$ cat src/hdl/ndaas_pkg.sv
package ndaas_pkg;

  localparam int MAX_DIMS_DEF  = 4;
  localparam int MEM_DEPTH_DEF = 1024;

  localparam int DIM_SLOTS   = 4;
  localparam int DCNT_W      = 3;
  localparam int EXT_W       = 11;
  localparam int IDX_W       = 10;
  localparam int DATA_W      = 32;
  localparam int CFG_AW      = 5;
  localparam int CFG_DW      = 32;
  localparam int QUEUE_DEPTH = 4;

  typedef enum logic [0:0] {
    OP_READ  = 1'b0,
    OP_WRITE = 1'b1
  } op_t;

  typedef enum logic [1:0] {
    ST_OK     = 2'd0,
    ST_RANGE  = 2'd1,
    ST_BADCFG = 2'd2
  } status_t;

  typedef enum logic [2:0] {
    REG_DIM_COUNT = 3'd0,
    REG_EXTENT_0  = 3'd1,
    REG_EXTENT_1  = 3'd2,
    REG_EXTENT_2  = 3'd3,
    REG_EXTENT_3  = 3'd4
  } reg_idx_t;

  // configuration as seen by the request front end
  typedef struct packed {
    logic [DCNT_W-1:0]                dim_count;
    logic [DIM_SLOTS-1:0][EXT_W-1:0]  extent;
    logic                             bad;
    logic                             busy;
  } cfg_view_t;

  typedef struct packed {
    op_t     op;
    status_t status;
  } req_ctl_t;

endpackage

$ cat src/hdl/ndaas_cfg.sv
module ndaas_cfg #(
  parameter int MAX_DIMS  = ndaas_pkg::MAX_DIMS_DEF,
  parameter int MEM_DEPTH = ndaas_pkg::MEM_DEPTH_DEF,
  localparam int STRIDE_W = $clog2(MEM_DEPTH + 1),
  localparam int K_W      = (MAX_DIMS > 1) ? $clog2(MAX_DIMS) : 1,
  localparam int MUL_W    = STRIDE_W + ndaas_pkg::EXT_W
) (
  input  logic                              clk,
  input  logic                              rst_n,
  input  logic                              psel,
  input  logic                              penable,
  input  logic                              pwrite,
  input  logic [ndaas_pkg::CFG_AW-1:0]      paddr,
  input  logic [ndaas_pkg::CFG_DW-1:0]      pwdata,
  output logic [ndaas_pkg::CFG_DW-1:0]      prdata,
  output logic                              pready,
  output ndaas_pkg::cfg_view_t              cfg_o,
  output logic [MAX_DIMS-1:0][STRIDE_W-1:0] stride_o
);

  logic [ndaas_pkg::DCNT_W-1:0]                           dim_count_r, dim_count_nxt;
  logic [ndaas_pkg::DIM_SLOTS-1:0][ndaas_pkg::EXT_W-1:0]  extent_r, extent_nxt;
  logic [MAX_DIMS-1:0][STRIDE_W-1:0]                      stride_r;
  logic                                                   busy_r;
  logic                                                   bad_r;
  logic                                                   work_bad_r, step_bad;
  logic [STRIDE_W-1:0]                                    prod_r, prod_nxt;
  logic [K_W-1:0]                                         k_r;
  logic [ndaas_pkg::EXT_W-1:0]                            ext_lane [MAX_DIMS];
  logic [ndaas_pkg::EXT_W-1:0]                            ext_k;
  logic [MUL_W-1:0]                                       mul;
  logic                                                   used_k;
  logic                                                   wr;
  ndaas_pkg::reg_idx_t                                    reg_idx;

  assign pready  = 1'b1;
  assign wr      = psel && penable && pwrite;
  assign reg_idx = ndaas_pkg::reg_idx_t'(paddr[4:2]);

  always_comb begin
    dim_count_nxt = dim_count_r;
    extent_nxt    = extent_r;
    case (reg_idx)
      ndaas_pkg::REG_DIM_COUNT: dim_count_nxt = pwdata[ndaas_pkg::DCNT_W-1:0];
      ndaas_pkg::REG_EXTENT_0:  extent_nxt[0] = pwdata[ndaas_pkg::EXT_W-1:0];
      ndaas_pkg::REG_EXTENT_1:  extent_nxt[1] = pwdata[ndaas_pkg::EXT_W-1:0];
      ndaas_pkg::REG_EXTENT_2:  extent_nxt[2] = pwdata[ndaas_pkg::EXT_W-1:0];
      ndaas_pkg::REG_EXTENT_3:  extent_nxt[3] = pwdata[ndaas_pkg::EXT_W-1:0];
      default: ;
    endcase
  end

  always_comb begin
    prdata = '0;
    case (reg_idx)
      ndaas_pkg::REG_DIM_COUNT: prdata = ndaas_pkg::CFG_DW'(dim_count_r);
      ndaas_pkg::REG_EXTENT_0:  prdata = ndaas_pkg::CFG_DW'(extent_r[0]);
      ndaas_pkg::REG_EXTENT_1:  prdata = ndaas_pkg::CFG_DW'(extent_r[1]);
      ndaas_pkg::REG_EXTENT_2:  prdata = ndaas_pkg::CFG_DW'(extent_r[2]);
      ndaas_pkg::REG_EXTENT_3:  prdata = ndaas_pkg::CFG_DW'(extent_r[3]);
      default:                  prdata = '0;
    endcase
  end

  // stride sequencer: one dimension per cycle, running product of extents
  always_comb begin
    for (int k = 0; k < MAX_DIMS; k++) begin
      ext_lane[k] = extent_r[k];
    end
    ext_k    = ext_lane[k_r];
    used_k   = (ndaas_pkg::DCNT_W'(k_r) < dim_count_r);
    mul      = MUL_W'(prod_r) * MUL_W'(ext_k);
    step_bad = work_bad_r;
    prod_nxt = prod_r;
    if (!work_bad_r && used_k) begin
      if (ext_k == '0 || mul > MUL_W'(MEM_DEPTH)) begin
        step_bad = 1'b1;
      end
      prod_nxt = mul[STRIDE_W-1:0];
    end
  end

  always_ff @(posedge clk) begin
    if (!rst_n) begin
      dim_count_r <= ndaas_pkg::DCNT_W'(1);
      for (int k = 0; k < ndaas_pkg::DIM_SLOTS; k++) begin
        extent_r[k] <= ndaas_pkg::EXT_W'(1);
      end
      for (int k = 0; k < MAX_DIMS; k++) begin
        stride_r[k] <= STRIDE_W'(1);
      end
      busy_r     <= 1'b0;
      bad_r      <= 1'b0;
      work_bad_r <= 1'b0;
      prod_r     <= STRIDE_W'(1);
      k_r        <= '0;
    end else if (wr) begin
      dim_count_r <= dim_count_nxt;
      extent_r    <= extent_nxt;
      busy_r      <= 1'b1;
      k_r         <= '0;
      prod_r      <= STRIDE_W'(1);
      work_bad_r  <= (dim_count_nxt == '0) ||
                     (dim_count_nxt > ndaas_pkg::DCNT_W'(MAX_DIMS));
    end else if (busy_r) begin
      stride_r[k_r] <= prod_r;
      prod_r        <= prod_nxt;
      work_bad_r    <= step_bad;
      if (k_r == K_W'(MAX_DIMS - 1)) begin
        busy_r <= 1'b0;
        bad_r  <= step_bad;
      end else begin
        k_r <= k_r + 1'b1;
      end
    end
  end

  assign cfg_o.dim_count = dim_count_r;
  assign cfg_o.extent    = extent_r;
  assign cfg_o.bad       = bad_r;
  assign cfg_o.busy      = busy_r;
  assign stride_o        = stride_r;

endmodule

$ cat config.mk
export PLATFORM = sky130hd
export DESIGN_NAME = ndaas_cfg
export DESIGN_NICKNAME = d
export VERILOG_FILES = /design/src/hdl/ndaas_pkg.sv /design/src/hdl/ndaas_cfg.sv
export SDC_FILE = /design/constraint.sdc
export NUM_CORES = 1
export LEC_CHECK = 0
export ABC_AREA = 1
export BUFFER_PORTS_ARGS = -buffer_cell sky130_fd_sc_hd__clkbuf_2
export CAP_MARGIN = 20
export CORE_MARGIN = 8
export CORE_UTILIZATION = 62
export DETAILED_ROUTE_END_ITERATION = 7
export PLACE_DENSITY = 0.88
export SETUP_SLACK_MARGIN = 0.5
export SYNTH_ARGS = -nofsm -noshare
export SYNTH_HDL_FRONTEND = slang
export SYNTH_SLANG_ARGS = --single-unit
export TNS_END_PERCENT = 50
$ cat constraint.sdc
create_clock -name clk -period 17.05 [get_ports clk]
set_clock_uncertainty 0.2 [all_clocks]
set_input_delay 0 -clock clk [delete_from_list [all_inputs] [get_ports clk]]
set_output_delay 0 -clock clk [all_outputs]
set_load 0.05 [all_outputs]
# [Word-level counts from Yosys, hierarchy flattened]
# Index checks and enable logic that the tools add are counted.
[totals] reg_bits=107 latch_bits=0 ram_bits=0 mem_bits_ro=0 out_inout_bits=126 memories=0
[op_classes] n_addsub=1 mul=1 div=0 order_cmp=6 n_eq_ne=5 shifts=0 mux=15 bitwise=4 reduce_logical=20
[op_table] operator="case mux 11 bit (5 select lines)" n=1
[op_table] operator="bitwise mux 44 bit" n=1
[op_table] operator="2-to-1 mux 11 bit" n=3
[op_table] operator="binary-select mux 11 bit (select 2 bit)" n=1
[op_table] operator="demux 11 bit (select 2 bit)" n=1
[op_table] operator="> comparator 22 x 11 -> 1 bit, second input constant" n=1
[op_table] operator="multiplier 11 x 11 -> 22 bit" n=1
[op_table] operator="AND reduction 2 bit" n=7
[op_table] operator="logical NOT 11 bit" n=1
[op_table] operator="2-to-1 mux 1 bit" n=7
[op_table] operator="equality test 3 x 2 -> 1 bit, second input constant" n=2
[op_table] operator="logical NOT 3 bit" n=2
[op_table] operator="logical AND 1 bit" n=4
[op_table] operator="equality test 3 x 1 -> 1 bit, second input constant" n=1
[op_table] operator="equality test 3 bit, second input constant" n=1
[op_table] operator=">= comparator 3 bit, second input constant" n=1
[op_table] operator="> comparator 3 bit, second input constant" n=1
[op_table] operator="less-than comparator 2 x 3 -> 1 bit" n=1
[op_table] operator="less-than comparator 2 x 3 -> 1 bit, second input constant" n=1
[op_table] operator="2-to-1 mux 3 bit" n=1
[op_table] operator="inverter 1 bit" n=3
[op_table] operator="inverter 2 -> 3 bit" n=1
[op_table] operator="AND reduction 3 bit" n=1
[op_table] operator="adder 2 x 1 -> 2 bit, second input constant" n=1
[op_table] operator="6 further kinds" n=7

# [Depth between registers and ports, before layout]
# Gate-level depths: netlist of run 1.
[logic_depth] ltp_word=11 ltp_mapped=35

# [Worst setup path after synthesis of run 1]
# OpenSTA, ideal clock, no wires.
[synth_path] path_type="register -> register" startpoint="register extent_r, in the netlist cfg_o[19]" endpoint="register bad_r" setup_ns=0.114 t_arrival_ns=5.335 setup_slack_ns=11.402 path_stages_with_launch=31 n_path_buf=1 synth_period_minus_slack_ns=5.648 cell_sequence="dfxtp_1 > nand2_1 > nand3_1 > and2_1 > clkbuf_1 > inv_1 > nor2_1 > fa_1 > inv_1 > fa_1 > fa_1 > fa_1 > fa_1 > inv_1 > ha_1 > nand2_1 > inv_1 > a21oi_1 > nand2_1 > nand2_1 > nand2_1 > nand2_1 > nand2_1 > nor2_1 > nand2_1 > nor2_1 > nand3_1 > nand2_1 > nand2_1 > o21bai_1 > inv_1"
[synth_via] elab_chain_len=8
[synth_rtl] element="start, declared" line="ndaas_cfg.sv:22" source="logic [ndaas_pkg::DIM_SLOTS-1:0][ndaas_pkg::EXT_W-1:0] extent_r, extent_nxt;"
[synth_rtl] element="start signal, assigned by index" line="ndaas_cfg.sv:87" source="extent_r[k] <= ndaas_pkg::EXT_W'(1);"
[synth_rtl] element="start signal, assigned" line="ndaas_cfg.sv:99" source="extent_r <= extent_nxt;"
[synth_rtl] element="binary-select mux 11 bit (select 2 bit) *" line="ndaas_cfg.sv:70" source="ext_k = ext_lane[k_r];"
[synth_rtl] element="2-to-1 mux 11 bit (not written as such) * (2 in a row)" line="ndaas_cfg.sv:70"
[synth_rtl] element="multiplier 11 x 11 -> 22 bit" line="ndaas_cfg.sv:72" source="mul = MUL_W'(prod_r) * MUL_W'(ext_k);"
[synth_rtl] element="> comparator 22 x 11 -> 1 bit" line="ndaas_cfg.sv:76" source="if (ext_k == '0 || mul > MUL_W'(MEM_DEPTH)) begin"
[synth_rtl] element="logical OR 1 bit *" line="ndaas_cfg.sv:76"
[synth_rtl] element="2-to-1 mux 1 bit *" line="ndaas_cfg.sv:76"
[synth_rtl] element="2-to-1 mux 1 bit *" line="ndaas_cfg.sv:75" source="if (!work_bad_r && used_k) begin"
[synth_rtl] element="end signal, assigned" line="ndaas_cfg.sv:111" source="bad_r <= step_bad;"
[synth_rtl] element="end, declared" line="ndaas_cfg.sv:25" source="logic bad_r;"
# Mark *: on every way between the ends. The rest lies on a longest branch, timed or not. The select of a mux whose other input is x is not followed.
# A chain may end at the register's enable or synchronous reset.

# [Final worst setup path of run 1]
[layout_path] startpoint="register k_r[1]" endpoint="register bad_r"
[layout_via] elab_chain_len=9
[layout_rtl] element="start, declared" line="ndaas_cfg.sv:28" source="logic [K_W-1:0] k_r;"
[layout_rtl] element="start signal, assigned" line="ndaas_cfg.sv:113" source="k_r <= k_r + 1'b1;"
[layout_rtl] element="inverter 2 -> 3 bit (not written as such)" line="ndaas_cfg.sv:70"
[layout_rtl] element="binary-select mux 11 bit (select 2 bit)" line="ndaas_cfg.sv:70"
[layout_rtl] element="2-to-1 mux 11 bit (not written as such) (2 in a row)" line="ndaas_cfg.sv:70"
[layout_rtl] element="multiplier 11 x 11 -> 22 bit" line="ndaas_cfg.sv:72"
[layout_rtl] element="> comparator 22 x 11 -> 1 bit" line="ndaas_cfg.sv:76"
[layout_rtl] element="logical OR 1 bit" line="ndaas_cfg.sv:76"
[layout_rtl] element="2-to-1 mux 1 bit" line="ndaas_cfg.sv:76"
[layout_rtl] element="2-to-1 mux 1 bit" line="ndaas_cfg.sv:75"
# Several ways; a longest one is shown, not always the timed one. The select of a mux whose other input is x is not followed.

==> metrics.log, run 1 <==
INFO  metric run_status = finished, final reports clean
INFO  metric cp_num_cells = 30
INFO  metric r2r_start = k_r[1]$_SDFFE_PP0P_
INFO  metric max_freq = 0.142 GHz
INFO  metric ys_seq_elements = 107
INFO  metric timing.critical_path.from = k_r[1]$_SDFFE_PP0P_
INFO  metric report.final.slew_viol_count = 0
INFO  metric detailedPlacementHpwl = 19.1 mm
INFO  metric viasPerCell = 5.66
INFO  metric synth_area = 8860 sq um
INFO  metric max_cap_viols = 0
INFO  metric worst_path_largest_cell_delay = 0.79 ns
INFO  metric timing.critical_path.fanout_max = 16
INFO  metric io_pins = 168
INFO  metric powerDensity = 56.1 nW/um^2
INFO  metric cpLargestDelayFamily = adder cells
INFO  metric antenna_found_initial = 0
INFO  metric placed_area = 9460 sq um
INFO  metric 1st_pass_router_iterations = 5
INFO  metric fin_setup_tns = 0 ns
INFO  metric area_growth_syn_to_layout = 11.6%
INFO  metric insertedDiodeCount = 0
INFO  metric share_of_the_core_filled_with_cells = 71.0%
INFO  metric yosys.area.top_type = sky130_fd_sc_hd__dfxtp_1
INFO  metric cts.htree.levels = 3
INFO  metric regToRegEndpoint = bad_r$_SDFFE_PN0P_
INFO  metric cp_data_arrival_time = 7.09 ns
INFO  metric sequential_cell_area = 2140 sq um
INFO  metric syn_avg_cell_area = 7.05 sq um
INFO  metric min_period_over_period = 41.3%
INFO  metric synth.area.mux_share = 0%
INFO  metric critical_path.most_common_cell = sky130_fd_sc_hd__nand2_1
INFO  metric drt-wirelength-per-cell = 16.4 um
INFO  metric cp_data_required_time = 17.10 ns
INFO  metric worstSetupEndpointType = register
INFO  metric groute.usage.overall = 28.0%
INFO  metric vias = 8744
INFO  metric synth_warnings = 0
INFO  metric synth.top_cells.by_area = sky130_fd_sc_hd__dfxtp_1 (24%), sky130_fd_sc_hd__fa_1 (18%), sky130_fd_sc_hd__nand2_1 (12%)
INFO  metric detail_route.iter0.violations = 901
INFO  metric synthXorXnorAreaFrac = 0.494%
INFO  metric final_critical_delay_including_setup_and_external_delays = 7.04 ns
INFO  metric io_buffer_count = 122
INFO  metric synth_top_family_by_area = adder cells
INFO  metric rsz_0062_raised_after_global_routing = false
INFO  metric final_area = 9890 sq um
INFO  metric clock_path_buffers = 2
INFO  metric start_util = 63.6%
INFO  metric first_global_vias = 8438
INFO  metric ff2ff_path_depth = 30
INFO  metric synth-compound-area-share = 10.4%
INFO  metric routed_wl = 25.4 mm
INFO  metric yosys.cell_types.count = 31
INFO  metric grt_start_max_net_pins = 94
INFO  metric synthesis.instances = 1257
INFO  metric synth_top_area_share = 24.2%
INFO  metric design_power_total = 0.000555 W
INFO  metric cts_tree = yes
INFO  metric fp.dieH = 136 um
INFO  metric timing_hold_violations_final = 0
INFO  metric timing.max_slew.rel_slack = 49.9%
INFO  metric worst_ir_drop_vdd = 0.0467 mV
INFO  metric post_route_cells_drive_above_1_share = 11.3%
INFO  metric num_rows = 43
INFO  metric worst-path-buf-inv = 7
INFO  metric cts-root-buf = sky130_fd_sc_hd__clkbuf_16
INFO  metric crit_type = reg -> reg
INFO  metric fp.dieW = 136 um
INFO  metric report.final.setup_viol = 0
INFO  metric cts_num_sinks = 107
INFO  metric synthAdderAreaFrac = 27.2%
INFO  metric cts-buffers-inserted = 9
INFO  metric crit_slowest_cell = sky130_fd_sc_hd__dfxtp_1
INFO  metric detail_route.drc_violations = 0
INFO  metric synthSimpleGateAreaFrac = 25.5%
INFO  metric grt_first_pass_wirelength = 41.4 mm
INFO  metric hold_path_class = in -> reg
INFO  metric timing.critical_path.to = bad_r$_SDFFE_PN0P_
INFO  metric gp_congestion = 0.927
INFO  metric grt_overflow = 0
INFO  metric design.die.area = 18400 sq um
INFO  metric worstSkewPairLatency = 0.35 ns
INFO  metric fillerInstances = 1104
INFO  metric core-area = 13900 sq um
INFO  metric layout_nets = 1546
INFO  metric ant_nets = 0
INFO  metric critical_path.startpoint_type = register
INFO  metric reg2reg_slack = 10.01 ns
INFO  metric worst-slew-pin-transition = 0.751 ns
INFO  metric synth-seq-area-share = 24.2%
INFO  metric worst_setup_hold_path_clk_slew = 0.07 ns
INFO  metric static-leakage-power = 5.13 nW
INFO  metric multi_input_gate_area = 5720 sq um
[kinds of logic after synthesis]
kind of cell | count (synthesis)
compound gates | 179
other cells | 2
fa+ha+maj | 145
buf+inv | 260
xor+xnor | 5
simple gates | 559
flops | 107
[per-stage QoR]
step / std cells / hold slack, ns / setup slack, ns
floorplan: 1277 / -0.0868 / 11.40
global placement: 1514 / 0.0703 / 10.29
detailed placement: 1514 / 0.0754 / 10.21
CTS: 1543 / 0.0600 / 10.20
global route: 1544 / 0.110 / 9.67
finish: 1544 / 0.0812 / 10.01
[worst reg2reg max path, delay by kind of cell, from the launching register on]
kind | cells | cell delay [ns]
DFF | 1 | 0.79
buffers and inverters | 7 | 1.05
AOI/OAI and AO/OA | 2 | 0.32
adders and majority gates | 6 | 2.95
and+or+nand+nor | 15 | 1.64
[worst min path at each step]
stage	from	to	slack (ns)	cells after the start
after global placement	pwdata[10]	cfg_o[45]$_SDFFE_PN0P_	0.07	3
after detailed placement	pwdata[10]	cfg_o[45]$_SDFFE_PN0P_	0.08	3
after global routing	pwrite	work_bad_r$_SDFFE_PN0P_	0.11	5
final	pwrite	work_bad_r$_SDFFE_PN0P_	0.08	5
after CTS	pwrite	work_bad_r$_SDFFE_PN0P_	0.06	5
after floorplan	pwdata[0]	cfg_o[13]$_SDFFE_PN1P_	-0.09	2
[registers in the layout, indices dropped and copies added (netlist names)]
| name | cells |
|---|---|
| work_bad_r | 1 |
| cfg_o | 44 |
| busy_r | 1 |
| dim_count_r | 3 |
| stride_o | 44 |
| bad_r | 1 |
| prod_r | 11 |
| k_r | 2 |
[final cells by class]
| class | instances | share of cell area [%] |
|---|---|---|
| Clock buffer | 9 | 2.28 |
| Clock inverter | 7 | 0.759 |
| Inverter | 189 | 7.17 |
| Multi-Input combinational cell | 910 | 57.9 |
| Sequential cell | 107 | 21.6 |
| Tap cell | 180 | 2.28 |
| Timing Repair Buffer | 142 | 8.02 |
[layer usage]
layer / vias up / wire length (um) / global-route usage [%] / share of wire [%]
li1: 4072 / - / - / -
met3: 80 / 2620 / 6.64 / 10
met4: 0 / 901 / 12.4 / 3.5
met5: - / 0 / 0 / 0
met2: 541 / 12000 / 45.8 / 47
met1: 4051 / 9900 / 34.5 / 39
[report_power, final]
| part | total (W) | switching, W | internal [W] |
|---|---|---|---|
| sequential | 0.000259 | 0.00000489 | 0.000254 |
| clock | 0.000213 | 0.0000976 | 0.000115 |
| combinational | 0.0000831 | 0.0000636 | 0.0000194 |
| total | 0.000555 | 0.000166 | 0.000389 |
[cell usage in the layout (no fill, tap or decap), drive strengths merged, types with 4 or more instances in the layout]
master       netlist  routed
dfxtp            107     107
nand3b             8       8
inv              184     186
nand4              9       9
fa                80      80
nand2            290     290
ha                65      65
a21oi             67      67
nand3             54      54
nor2             190     190
nor3               6       6
conb               2      22
buf               35       7
clkbuf            36     131
o21ai            101     101
dlygate4sd3        0      13
clkinv             5       7
o211ai             4       4
[what timing repair did]
item / CTS / global route
resized for setup: 0 / 0
hold endpoints to repair: 48 / 0
setup buffers: 0 / 0
hold buffers: 13 / 0
[cell usage after synthesis]
| library cell | count |
|---|---|
| sky130_fd_sc_hd__buf_4 | 24 |
| sky130_fd_sc_hd__buf_1 | 5 |
| sky130_fd_sc_hd__xnor2_1 | 3 |
| sky130_fd_sc_hd__nor4_1 | 1 |
| sky130_fd_sc_hd__nand3_1 | 53 |
| sky130_fd_sc_hd__nand3b_1 | 8 |
| sky130_fd_sc_hd__a221oi_1 | 3 |
| sky130_fd_sc_hd__nor2_1 | 190 |
| sky130_fd_sc_hd__clkbuf_1 | 36 |
| sky130_fd_sc_hd__nor3_1 | 6 |
| sky130_fd_sc_hd__fa_1 | 80 |
| sky130_fd_sc_hd__o21ai_0 | 100 |
| sky130_fd_sc_hd__xor2_1 | 2 |
| sky130_fd_sc_hd__buf_2 | 6 |
| sky130_fd_sc_hd__a21oi_1 | 67 |
| sky130_fd_sc_hd__o211ai_1 | 4 |
| sky130_fd_sc_hd__nand4_1 | 9 |
| sky130_fd_sc_hd__inv_2 | 1 |
| sky130_fd_sc_hd__conb_1 | 2 |
| sky130_fd_sc_hd__o21ai_1 | 1 |
| sky130_fd_sc_hd__inv_1 | 183 |
| sky130_fd_sc_hd__ha_1 | 65 |
| sky130_fd_sc_hd__and2_1 | 1 |
| sky130_fd_sc_hd__nand2_4 | 1 |
| sky130_fd_sc_hd__clkinv_1 | 5 |
| sky130_fd_sc_hd__nand3_2 | 1 |
| sky130_fd_sc_hd__nand2_1 | 283 |
| sky130_fd_sc_hd__o22ai_1 | 2 |
| sky130_fd_sc_hd__dfxtp_1 | 107 |
| sky130_fd_sc_hd__nand2_2 | 6 |
| sky130_fd_sc_hd__o21bai_1 | 2 |
Note: power is estimated with default switching activity, not from simulation.
==> inputs of run 2 (changes only) <==
--- a/config.mk
+++ b/config.mk
@@ -5,13 +5,13 @@
 export SDC_FILE = /design/constraint.sdc
 export NUM_CORES = 1
 export LEC_CHECK = 0
-export ABC_AREA = 1
+export ABC_AREA = 0
 export BUFFER_PORTS_ARGS = -buffer_cell sky130_fd_sc_hd__clkbuf_2
 export CAP_MARGIN = 20
 export CORE_MARGIN = 8
-export CORE_UTILIZATION = 62
+export CORE_UTILIZATION = 58
 export DETAILED_ROUTE_END_ITERATION = 7
-export PLACE_DENSITY = 0.88
+export PLACE_DENSITY = 0.83
 export SETUP_SLACK_MARGIN = 0.5
 export SYNTH_ARGS = -nofsm -noshare
 export SYNTH_HDL_FRONTEND = slang
==> constraint.sdc (replaced) <==
create_clock -name clk -period 7.4 [get_ports clk]
set_clock_uncertainty 0.2 [all_clocks]
set_input_delay 0 -clock clk [delete_from_list [all_inputs] [get_ports clk]]
set_output_delay 0 -clock clk [all_outputs]
set_load 0.05 [all_outputs]
==> metrics.log, run 2 <==
INFO  metric cp_data_arrival_time = 6.64 ns (was 7.09 ns)
INFO  metric run_status = finished, final reports clean (unchanged)
INFO  metric layout_nets = 1390 (was 1546)
INFO  metric cts-root-buf = sky130_fd_sc_hd__clkbuf_16 (unchanged)
INFO  metric grt_start_max_net_pins = 100 (was 94)
INFO  metric synth-seq-area-share = 23.2% (was 24.2%)
INFO  metric viasPerCell = 5.61 (was 5.66)
INFO  metric first_global_vias = 8181 (was 8438)
INFO  metric synth.top_cells.by_area = sky130_fd_sc_hd__dfxtp_1 (23%), sky130_fd_sc_hd__fa_1 (17%), sky130_fd_sc_hd__nand2_1 (11%) (was sky130_fd_sc_hd__dfxtp_1 (24%), sky130_fd_sc_hd__fa_1 (18%), sky130_fd_sc_hd__nand2_1 (12%))
INFO  metric powerDensity = 114 nW/um^2 (was 56.1 nW/um^2)
INFO  metric vias = 7983 (was 8744)
INFO  metric clock_path_buffers = 2 (unchanged)
INFO  metric gp_congestion = 0.847 (was 0.927)
INFO  metric share_of_the_core_filled_with_cells = 66.0% (was 71.0%)
INFO  metric grt_first_pass_wirelength = 39.9 mm (was 41.4 mm)
INFO  metric io_buffer_count = 122 (unchanged)
INFO  metric worstSkewPairLatency = 0.36 ns (was 0.35 ns)
INFO  metric place.detailed.instances = 1388 (was 1514)
INFO  metric r2r_start = k_r[0]$_SDFFE_PP0P_ (was k_r[1]$_SDFFE_PP0P_)
INFO  metric fp.dieW = 142 um (was 136 um)
INFO  metric static-leakage-power = 4.75 nW (was 5.13 nW)
INFO  metric report.final.setup_viol = 0 (unchanged)
INFO  metric min_period_over_period = 89.1% (was 41.3%)
INFO  metric timing.max_slew.rel_slack = 34.1% (was 49.9%)
INFO  metric rsz_0062_raised_after_global_routing = false (unchanged)
INFO  metric area_growth_syn_to_layout = 12.4% (was 11.6%)
INFO  metric timing.critical_path.from = k_r[0]$_SDFFE_PP0P_ (was k_r[1]$_SDFFE_PP0P_)
INFO  metric synth_top_area_share = 23.2% (was 24.2%)
INFO  metric crit_type = reg -> reg (unchanged)
INFO  metric final_area = 10400 sq um (was 9890 sq um)
INFO  metric report.final.slew_viol_count = 0 (unchanged)
INFO  metric cpLargestDelayFamily = adder cells (unchanged)
INFO  metric detailedPlacementHpwl = 17.8 mm (was 19.1 mm)
INFO  metric timing.critical_path.to = work_bad_r$_SDFFE_PN0P_ (was bad_r$_SDFFE_PN0P_)
INFO  metric ff2ff_path_depth = 19 (was 30)
INFO  metric ant_nets = 0 (unchanged)
INFO  metric final_critical_delay_including_setup_and_external_delays = 6.60 ns (was 7.04 ns)
INFO  metric routed_wl = 24.2 mm (was 25.4 mm)
INFO  metric syn_avg_cell_area = 8.36 sq um (was 7.05 sq um)
INFO  metric post_route_cells_drive_above_1_share = 15.6% (was 11.3%)
INFO  metric crit_slowest_cell = sky130_fd_sc_hd__mux4_2 (was sky130_fd_sc_hd__dfxtp_1)
INFO  metric detail_route.iter0.violations = 576 (was 901)
INFO  metric cts_tree = yes (unchanged)
INFO  metric antenna_found_initial = 0 (unchanged)
INFO  metric timing.critical_path.fanout_max = 7 (was 16)
INFO  metric worst_path_largest_cell_delay = 0.67 ns (was 0.79 ns)
INFO  metric grt_overflow = 0 (unchanged)
INFO  metric critical_path.most_common_cell = sky130_fd_sc_hd__fa_1 (was sky130_fd_sc_hd__nand2_1)
INFO  metric synthesis.instances = 1104 (was 1257)
INFO  metric fp.dieH = 142 um (was 136 um)
INFO  metric post_synth_most_frequent_cells = sky130_fd_sc_hd__nand2_1 (262), sky130_fd_sc_hd__dfxtp_1 (107), sky130_fd_sc_hd__inv_1 (105) (was sky130_fd_sc_hd__nand2_1 (283), sky130_fd_sc_hd__nor2_1 (190), sky130_fd_sc_hd__inv_1 (183))
INFO  metric core-area = 15700 sq um (was 13900 sq um)
INFO  metric design.die.area = 20200 sq um (was 18400 sq um)
INFO  metric hold_path_class = in -> reg (unchanged)
INFO  metric cts_num_sinks = 107 (unchanged)
INFO  metric 1st_pass_router_iterations = 5 (unchanged)
INFO  metric worst_setup_hold_path_clk_slew = 0.08 ns (was 0.07 ns)
INFO  metric worst-slew-pin-transition = 0.984 ns (was 0.751 ns)
INFO  metric cp_num_cells = 19 (was 30)
INFO  metric detail_route.drc_violations = 0 (unchanged)
INFO  metric layout.cells.most_common = sky130_fd_sc_hd__nand2_1 (unchanged)
INFO  metric regToRegEndpoint = work_bad_r$_SDFFE_PN0P_ (was bad_r$_SDFFE_PN0P_)
INFO  metric final_cell_mix = sky130_fd_sc_hd__nand2_1 (262), sky130_fd_sc_hd__clkbuf_2 (123), sky130_fd_sc_hd__inv_1 (105), sky130_fd_sc_hd__dfxtp_1 (105), sky130_fd_sc_hd__fa_1 (80) (was sky130_fd_sc_hd__nand2_1 (283), sky130_fd_sc_hd__nor2_1 (190), sky130_fd_sc_hd__inv_1 (183))
INFO  metric fin_setup_tns = 0 ns (unchanged)
INFO  metric io_pins = 168 (unchanged)
INFO  metric yosys.cell_count.top_type = sky130_fd_sc_hd__nand2_1 (unchanged)
INFO  metric timing_hold_violations_final = 0 (unchanged)
INFO  metric reg2reg_slack = 0.80 ns (was 10.01 ns)
INFO  metric worst_ir_drop_vdd = 0.119 mV (was 0.0467 mV)
INFO  metric max_cap_viols = 0 (unchanged)
INFO  metric cp_data_required_time = 7.44 ns (was 17.10 ns)
INFO  metric max_freq = 0.152 GHz (was 0.142 GHz)
INFO  metric worst-path-buf-inv = 3 (was 7)
INFO  metric num_rows = 46 (was 43)
INFO  metric worstPathCellList = buf_4, mux4_2, buf_12, nand2_1, fa_1, fa_1, fa_1, fa_1, fa_1, inv_1, ha_1, o21a_1, o211a_1, o21a_1, or3_1, a221oi_1, nand4_1, nor4_4, o31ai_1
INFO  metric synth_warnings = 0 (unchanged)
INFO  metric synth_area = 9230 sq um (was 8860 sq um)
INFO  metric worstSetupEndpointType = register (unchanged)
INFO  metric yosys.cell_types.count = 61 (was 31)
INFO  metric drt-wirelength-per-cell = 17.0 um (was 16.4 um)
INFO  metric postSynth.topFlopCell = sky130_fd_sc_hd__dfxtp_1 (unchanged)
INFO  metric fin_cells = 1424 (was 1544)
INFO  metric start_util = 58.8% (was 63.6%)
INFO  metric worstHoldStart = rst_n (was pwrite)
INFO  metric groute.usage.overall = 24.5% (was 28.0%)
INFO  metric cts-buffers-inserted = 9 (unchanged)
INFO  metric insertedDiodeCount = 0 (unchanged)
INFO  metric cts.htree.levels = 3 (unchanged)
INFO  metric synth-edff-count = 0 (unchanged)
INFO  metric synth_async_sr_flop_share = 0% (unchanged)
INFO  metric ys_seq_elements = 107 (unchanged)
INFO  metric design_power_total = 0.00118 W (was 0.000555 W)
INFO  metric yosys.area.top_type = sky130_fd_sc_hd__dfxtp_1 (unchanged)
INFO  metric critical_path.startpoint_type = register (unchanged)
INFO  metric hold_depth = 3 (was 5)
INFO  metric placed_area = 9860 sq um (was 9460 sq um)
run 2: worst min-delay path by stage:
stage	endpoint	slack, ns
after global routing	cfg_o[35]$_SDFFE_PN1P_	0.11
after detailed placement	cfg_o[18]$_SDFFE_PN0P_	0.09
after global placement	cfg_o[40]$_SDFFE_PN0P_	0.08
final	stride_o[11]$_SDFFE_PN1P_	0.08
after CTS	cfg_o[35]$_SDFFE_PN1P_	0.07
after floorplan	cfg_o[13]$_SDFFE_PN1P_	-0.08
run 2: layout make-up:
type                            count  area [sq um]
Inverter                          105           394
Clock buffer                       10           229
Timing Repair Buffer              155           918
Fill cell                        1252          5340
Sequential cell                   107          2150
Multi-Input combinational cell    825          6360
Tap cell                          216           270
Clock inverter                      6          57.6
run 2: kinds of logic (layout without fill, tap and decap cells):
logic type | after synthesis | count (layout) | synth area share, %
and+or+nand+nor | 437 | 437 | 21.6
buffers and inverters | 192 | 276 | 8.89
AOI/OAI and AO/OA | 171 | 171 | 13.2
adders and majority gates | 145 | 145 | 26.2
DFF | 107 | 107 | 23.2
muxes | 38 | 38 | 5.73
xor gates and xnor gates | 12 | 12 | 1.14
other | 2 | 22 | 0.0814
run 2: per-stage QoR:
step	worst slack, ns	hold WS, ns
after detailed placement	0.418	0.0888
final	0.803	0.0836
after CTS	0.605	0.0652
after global placement	0.484	0.0817
after global routing	0.535	0.109
after floorplan	0.920	-0.0760
run 2: what timing repair did:
action	4_1_cts	5_1_grt
hold buffers	15	0
hold endpoints to repair	49	0
resized for setup	1	4
setup endpoints to repair	2	2
setup buffers	0	4
run 2: worst reg2reg max path, cell delays in order (launching register included):
cell and delay, ns:
sky130_fd_sc_hd__dfxtp_4 0.39, sky130_fd_sc_hd__buf_4 0.20, sky130_fd_sc_hd__mux4_2 0.67, sky130_fd_sc_hd__buf_12 0.20, sky130_fd_sc_hd__nand2_1 0.08, sky130_fd_sc_hd__fa_1 0.46
sky130_fd_sc_hd__fa_1 0.46, sky130_fd_sc_hd__fa_1 0.57, sky130_fd_sc_hd__fa_1 0.46, sky130_fd_sc_hd__fa_1 0.57, sky130_fd_sc_hd__inv_1 0.05, sky130_fd_sc_hd__ha_1 0.36
sky130_fd_sc_hd__o21a_1 0.28, sky130_fd_sc_hd__o211a_1 0.23, sky130_fd_sc_hd__o21a_1 0.11, sky130_fd_sc_hd__or3_1 0.35, sky130_fd_sc_hd__a221oi_1 0.27, sky130_fd_sc_hd__nand4_1 0.18
sky130_fd_sc_hd__nor4_4 0.31, sky130_fd_sc_hd__o31ai_1 0.11
run 2: where the power goes:
part	internal (W)	switching (W)	leakage, nW
registers	0.000579	0.00000641	0.864
logic	0.0000372	0.0000863	3.75
clock network	0.000236	0.000233	0.135
total	0.000853	0.000326	4.75
run 2: layer usage:
metal,global-route usage [%],part of all wire [%],up-vias
met5,0,0,-
met4,9.78,2.4,0
met2,41.6,49,316
li1,-,-,3729
met3,4.50,7.4,46
met1,30.1,41,3892
==> inputs of run 3 (changes only) <==
--- a/config.mk
+++ b/config.mk
@@ -9,9 +9,10 @@
 export BUFFER_PORTS_ARGS = -buffer_cell sky130_fd_sc_hd__clkbuf_2
 export CAP_MARGIN = 20
 export CORE_MARGIN = 8
-export CORE_UTILIZATION = 58
+export CORE_UTILIZATION = 59
+export CTS_BUF_LIST = sky130_fd_sc_hd__clkbuf_8
 export DETAILED_ROUTE_END_ITERATION = 7
-export PLACE_DENSITY = 0.83
+export PLACE_DENSITY = 0.84
 export SETUP_SLACK_MARGIN = 0.5
 export SYNTH_ARGS = -nofsm -noshare
 export SYNTH_HDL_FRONTEND = slang
==> metrics.log, run 3 (synthesis gave the netlist of run 2 again) <==
INFO  metric cts_tree = yes (unchanged)
INFO  metric final_cell_mix = sky130_fd_sc_hd__nand2_1 (262), sky130_fd_sc_hd__clkbuf_2 (123), sky130_fd_sc_hd__inv_1 (106) (was sky130_fd_sc_hd__nand2_1 (262), sky130_fd_sc_hd__clkbuf_2 (123), sky130_fd_sc_hd__inv_1 (105), sky130_fd_sc_hd__dfxtp_1 (105), sky130_fd_sc_hd__fa_1 (80))
INFO  metric num_rows = 45 (was 46)
INFO  metric antenna_found_initial = 0 (unchanged)
INFO  metric cp_data_arrival_time = 6.72 ns (was 6.64 ns)
INFO  metric detail_route.iter0.violations = 557 (was 576)
INFO  metric fp.dieH = 141 um (was 142 um)
INFO  metric vias = 7994 (was 7983)
INFO  metric max_freq = 0.150 GHz (was 0.152 GHz)
INFO  metric insertedDiodeCount = 0 (unchanged)
INFO  metric io_pins = 168 (unchanged)
INFO  metric worst_setup_hold_path_clk_slew = 0.11 ns (was 0.08 ns)
INFO  metric clock_path_buffers = 2 (unchanged)
INFO  metric timing_hold_violations_final = 0 (unchanged)
INFO  metric run_status = finished, final reports clean (unchanged)
INFO  metric grt_most_used_layer = met2 (unchanged)
INFO  metric start_util = 60.5% (was 58.8%)
INFO  metric design_power_total = 0.00108 W (was 0.00118 W)
INFO  metric timing.max_slew.rel_slack = 38.7% (was 34.1%)
INFO  metric area_growth_syn_to_layout = 11.9% (was 12.4%)
INFO  metric report.final.slew_viol_count = 0 (unchanged)
INFO  metric max_cap_viols = 0 (unchanged)
INFO  metric powerDensity = 104 nW/um^2 (was 114 nW/um^2)
INFO  metric use_met1 = 29.7% (was 30.1%)
INFO  metric crit_type = reg -> reg (unchanged)
INFO  metric cts_num_sinks = 107 (unchanged)
INFO  metric cp_data_required_time = 7.45 ns (was 7.44 ns)
INFO  metric timing.critical_path.fanout_max = 6 (was 7)
INFO  metric regToRegEndpoint = work_bad_r$_SDFFE_PN0P_ (unchanged)
INFO  metric detail_route.drc_violations = 0 (unchanged)
INFO  metric cts-buffers-inserted = 9 (unchanged)
INFO  metric design.die.area = 19900 sq um (was 20200 sq um)
INFO  metric cts-root-buf = sky130_fd_sc_hd__clkbuf_8 (was sky130_fd_sc_hd__clkbuf_16)
INFO  metric static-leakage-power = 4.75 nW (about the same)
INFO  metric gp_congestion = 0.896 (was 0.847)
INFO  metric layout_nets = 1395 (was 1390)
INFO  metric grt_start_max_net_pins = 100 (unchanged)
INFO  metric worstHoldEndpoint = cfg_o[13]$_SDFFE_PN1P_ (was stride_o[11]$_SDFFE_PN1P_)
INFO  metric worst-slew-pin-transition = 0.917 ns (was 0.984 ns)
INFO  metric worstHoldStart = rst_n (unchanged)
INFO  metric gr-usage-met3 = 4.36% (was 4.50%)
INFO  metric groute.usage.overall = 24.2% (was 24.5%)
INFO  metric grt_overflow = 0 (unchanged)
INFO  metric post_route_cells_drive_above_1_share = 15.8% (was 15.6%)
INFO  metric 1st_pass_router_iterations = 7 (was 5)
INFO  metric critical_path.startpoint_type = register (unchanged)
INFO  metric routed_wl = 24.8 mm (was 24.2 mm)
INFO  metric grt_first_pass_wirelength = 39.4 mm (was 39.9 mm)
INFO  metric io_buffer_count = 122 (unchanged)
INFO  metric drt-wirelength-per-cell = 17.4 um (was 17.0 um)
INFO  metric report.final.setup_viol = 0 (unchanged)
INFO  metric worst_ir_drop_vdd = 0.0834 mV (was 0.119 mV)
INFO  metric detailedPlacementHpwl = 17.7 mm (was 17.8 mm)
INFO  metric reg2reg_slack = 0.73 ns (was 0.80 ns)
INFO  metric rsz_0062_raised_after_global_routing = false (unchanged)
INFO  metric min_period_over_period = 90.1% (was 89.1%)
INFO  metric cts.htree.levels = 3 (unchanged)
INFO  metric final_critical_delay_including_setup_and_external_delays = 6.67 ns (was 6.60 ns)
INFO  metric first_global_vias = 7969 (was 8181)
INFO  metric worstSkewPairLatency = 0.39 ns (was 0.36 ns)
INFO  metric hold_depth = 3 (unchanged)
INFO  metric grtUsageMet2 = 42.4% (was 41.6%)
INFO  metric fp.dieW = 141 um (was 142 um)
INFO  metric core-area = 15300 sq um (was 15700 sq um)
INFO  metric ff2ff_path_depth = 21 (was 19)
INFO  metric r2r_start = k_r[0]$_SDFFE_PP0P_ (unchanged)
INFO  metric fin_setup_tns = 0 ns (unchanged)
INFO  metric viasPerCell = 5.61 (about the same)
INFO  metric hold_path_class = in -> reg (unchanged)
INFO  metric worstSetupEndpointType = register (unchanged)
INFO  metric layout.cells.most_common = sky130_fd_sc_hd__nand2_1 (unchanged)
INFO  metric ant_nets = 0 (unchanged)
-- run 3: changes by cell type in the layout (fill, tap and decap cells not counted), moves of 2 or more --
cell / previous run / this run
sky130_fd_sc_hd__inv_8: 3 / 1
sky130_fd_sc_hd__clkbuf_8: 0 / 9
sky130_fd_sc_hd__buf_4: 15 / 18
sky130_fd_sc_hd__buf_12: 2 / 0
sky130_fd_sc_hd__mux4_1: 0 / 2
sky130_fd_sc_hd__clkbuf_16: 9 / 0
-- run 3: where the power goes --
part           leakage (nW)  internal (W)  switching, W
clock network         0.103      0.000159      0.000211
registers             0.864      0.000579    0.00000710
logic                  3.78     0.0000363     0.0000864
total                  4.75      0.000775      0.000304
-- run 3: how the worst max path moves through the flow --
stage / start / endpoint
finish: k_r[0]$_SDFFE_PP0P_ / work_bad_r$_SDFFE_PN0P_
global route: k_r[0]$_SDFFE_PP0P_ / work_bad_r$_SDFFE_PN0P_
CTS: k_r[0]$_SDFFE_PP0P_ / work_bad_r$_SDFFE_PN0P_
detailed placement: k_r[0]$_SDFFE_PP0P_ / work_bad_r$_SDFFE_PN0P_
global placement: k_r[0]$_SDFFE_PP0P_ / work_bad_r$_SDFFE_PN0P_
floorplan: k_r[0]$_SDFFE_PP0P_ / work_bad_r$_SDFFE_PN0P_
-- run 3: metal layers --
metal	vias up	share of wire, %
li1	3738	-
met4	0	2.0
met2	339	49
met3	45	8.8
met5	-	0
met1	3872	40
-- run 3: metrics by stage --
stage / worst slack (ns) / utilization (%) / hold slack (ns) / instance area [sq um] / std cells
after global routing: 0.534 / 67.7 / 0.0958 / 10300 / 1424
after floorplan: 0.920 / - / -0.0760 / 9310 / 1124
final: 0.733 / 67.7 / 0.0469 / 10300 / 1424
after CTS: 0.524 / 66.8 / 0.0323 / 10200 / 1412
after global placement: 0.397 / 64.5 / 0.0808 / 9840 / 1381
after detailed placement: 0.314 / 64.5 / 0.0895 / 9840 / 1381
-- run 3: worst max-delay path, cell delays in order (launching register included) --
cell	delay, ns
sky130_fd_sc_hd__dfxtp_4	0.44
sky130_fd_sc_hd__clkbuf_4	0.22
sky130_fd_sc_hd__buf_4	0.16
sky130_fd_sc_hd__mux4_2	0.64
sky130_fd_sc_hd__nand2_1	0.15
sky130_fd_sc_hd__fa_1	0.44
sky130_fd_sc_hd__fa_1	0.48
sky130_fd_sc_hd__fa_1	0.50
sky130_fd_sc_hd__inv_1	0.06
sky130_fd_sc_hd__fa_1	0.53
sky130_fd_sc_hd__inv_1	0.06
sky130_fd_sc_hd__fa_1	0.53
sky130_fd_sc_hd__inv_1	0.04
sky130_fd_sc_hd__ha_1	0.35
sky130_fd_sc_hd__o21a_1	0.19
sky130_fd_sc_hd__o211a_1	0.22
sky130_fd_sc_hd__o21a_1	0.10
sky130_fd_sc_hd__or3_1	0.36
sky130_fd_sc_hd__a221oi_1	0.27
sky130_fd_sc_hd__nand4_1	0.19
sky130_fd_sc_hd__nor4_4	0.25
sky130_fd_sc_hd__o31ai_1	0.13
-- run 3: final cells by class --
type,instances,area [sq um]
fillers,1250,4930
inverters,105,394
clock buffers,9,124
multi-input cells,827,6410
repair buffers,158,913
well taps,211,264
clock inverters,7,75.1
flip-flops and latches,107,2150
-- run 3: timing repair --
action                                 in CTS  in global routing
buffers inserted                            0                  9
hold buffers                               15                  0
endpoints found under the hold margin      49                  0
gates cloned                                0                  2
resized for setup                           1                  5
setup endpoints to repair                   2                  2
pin swaps                                   0                  1
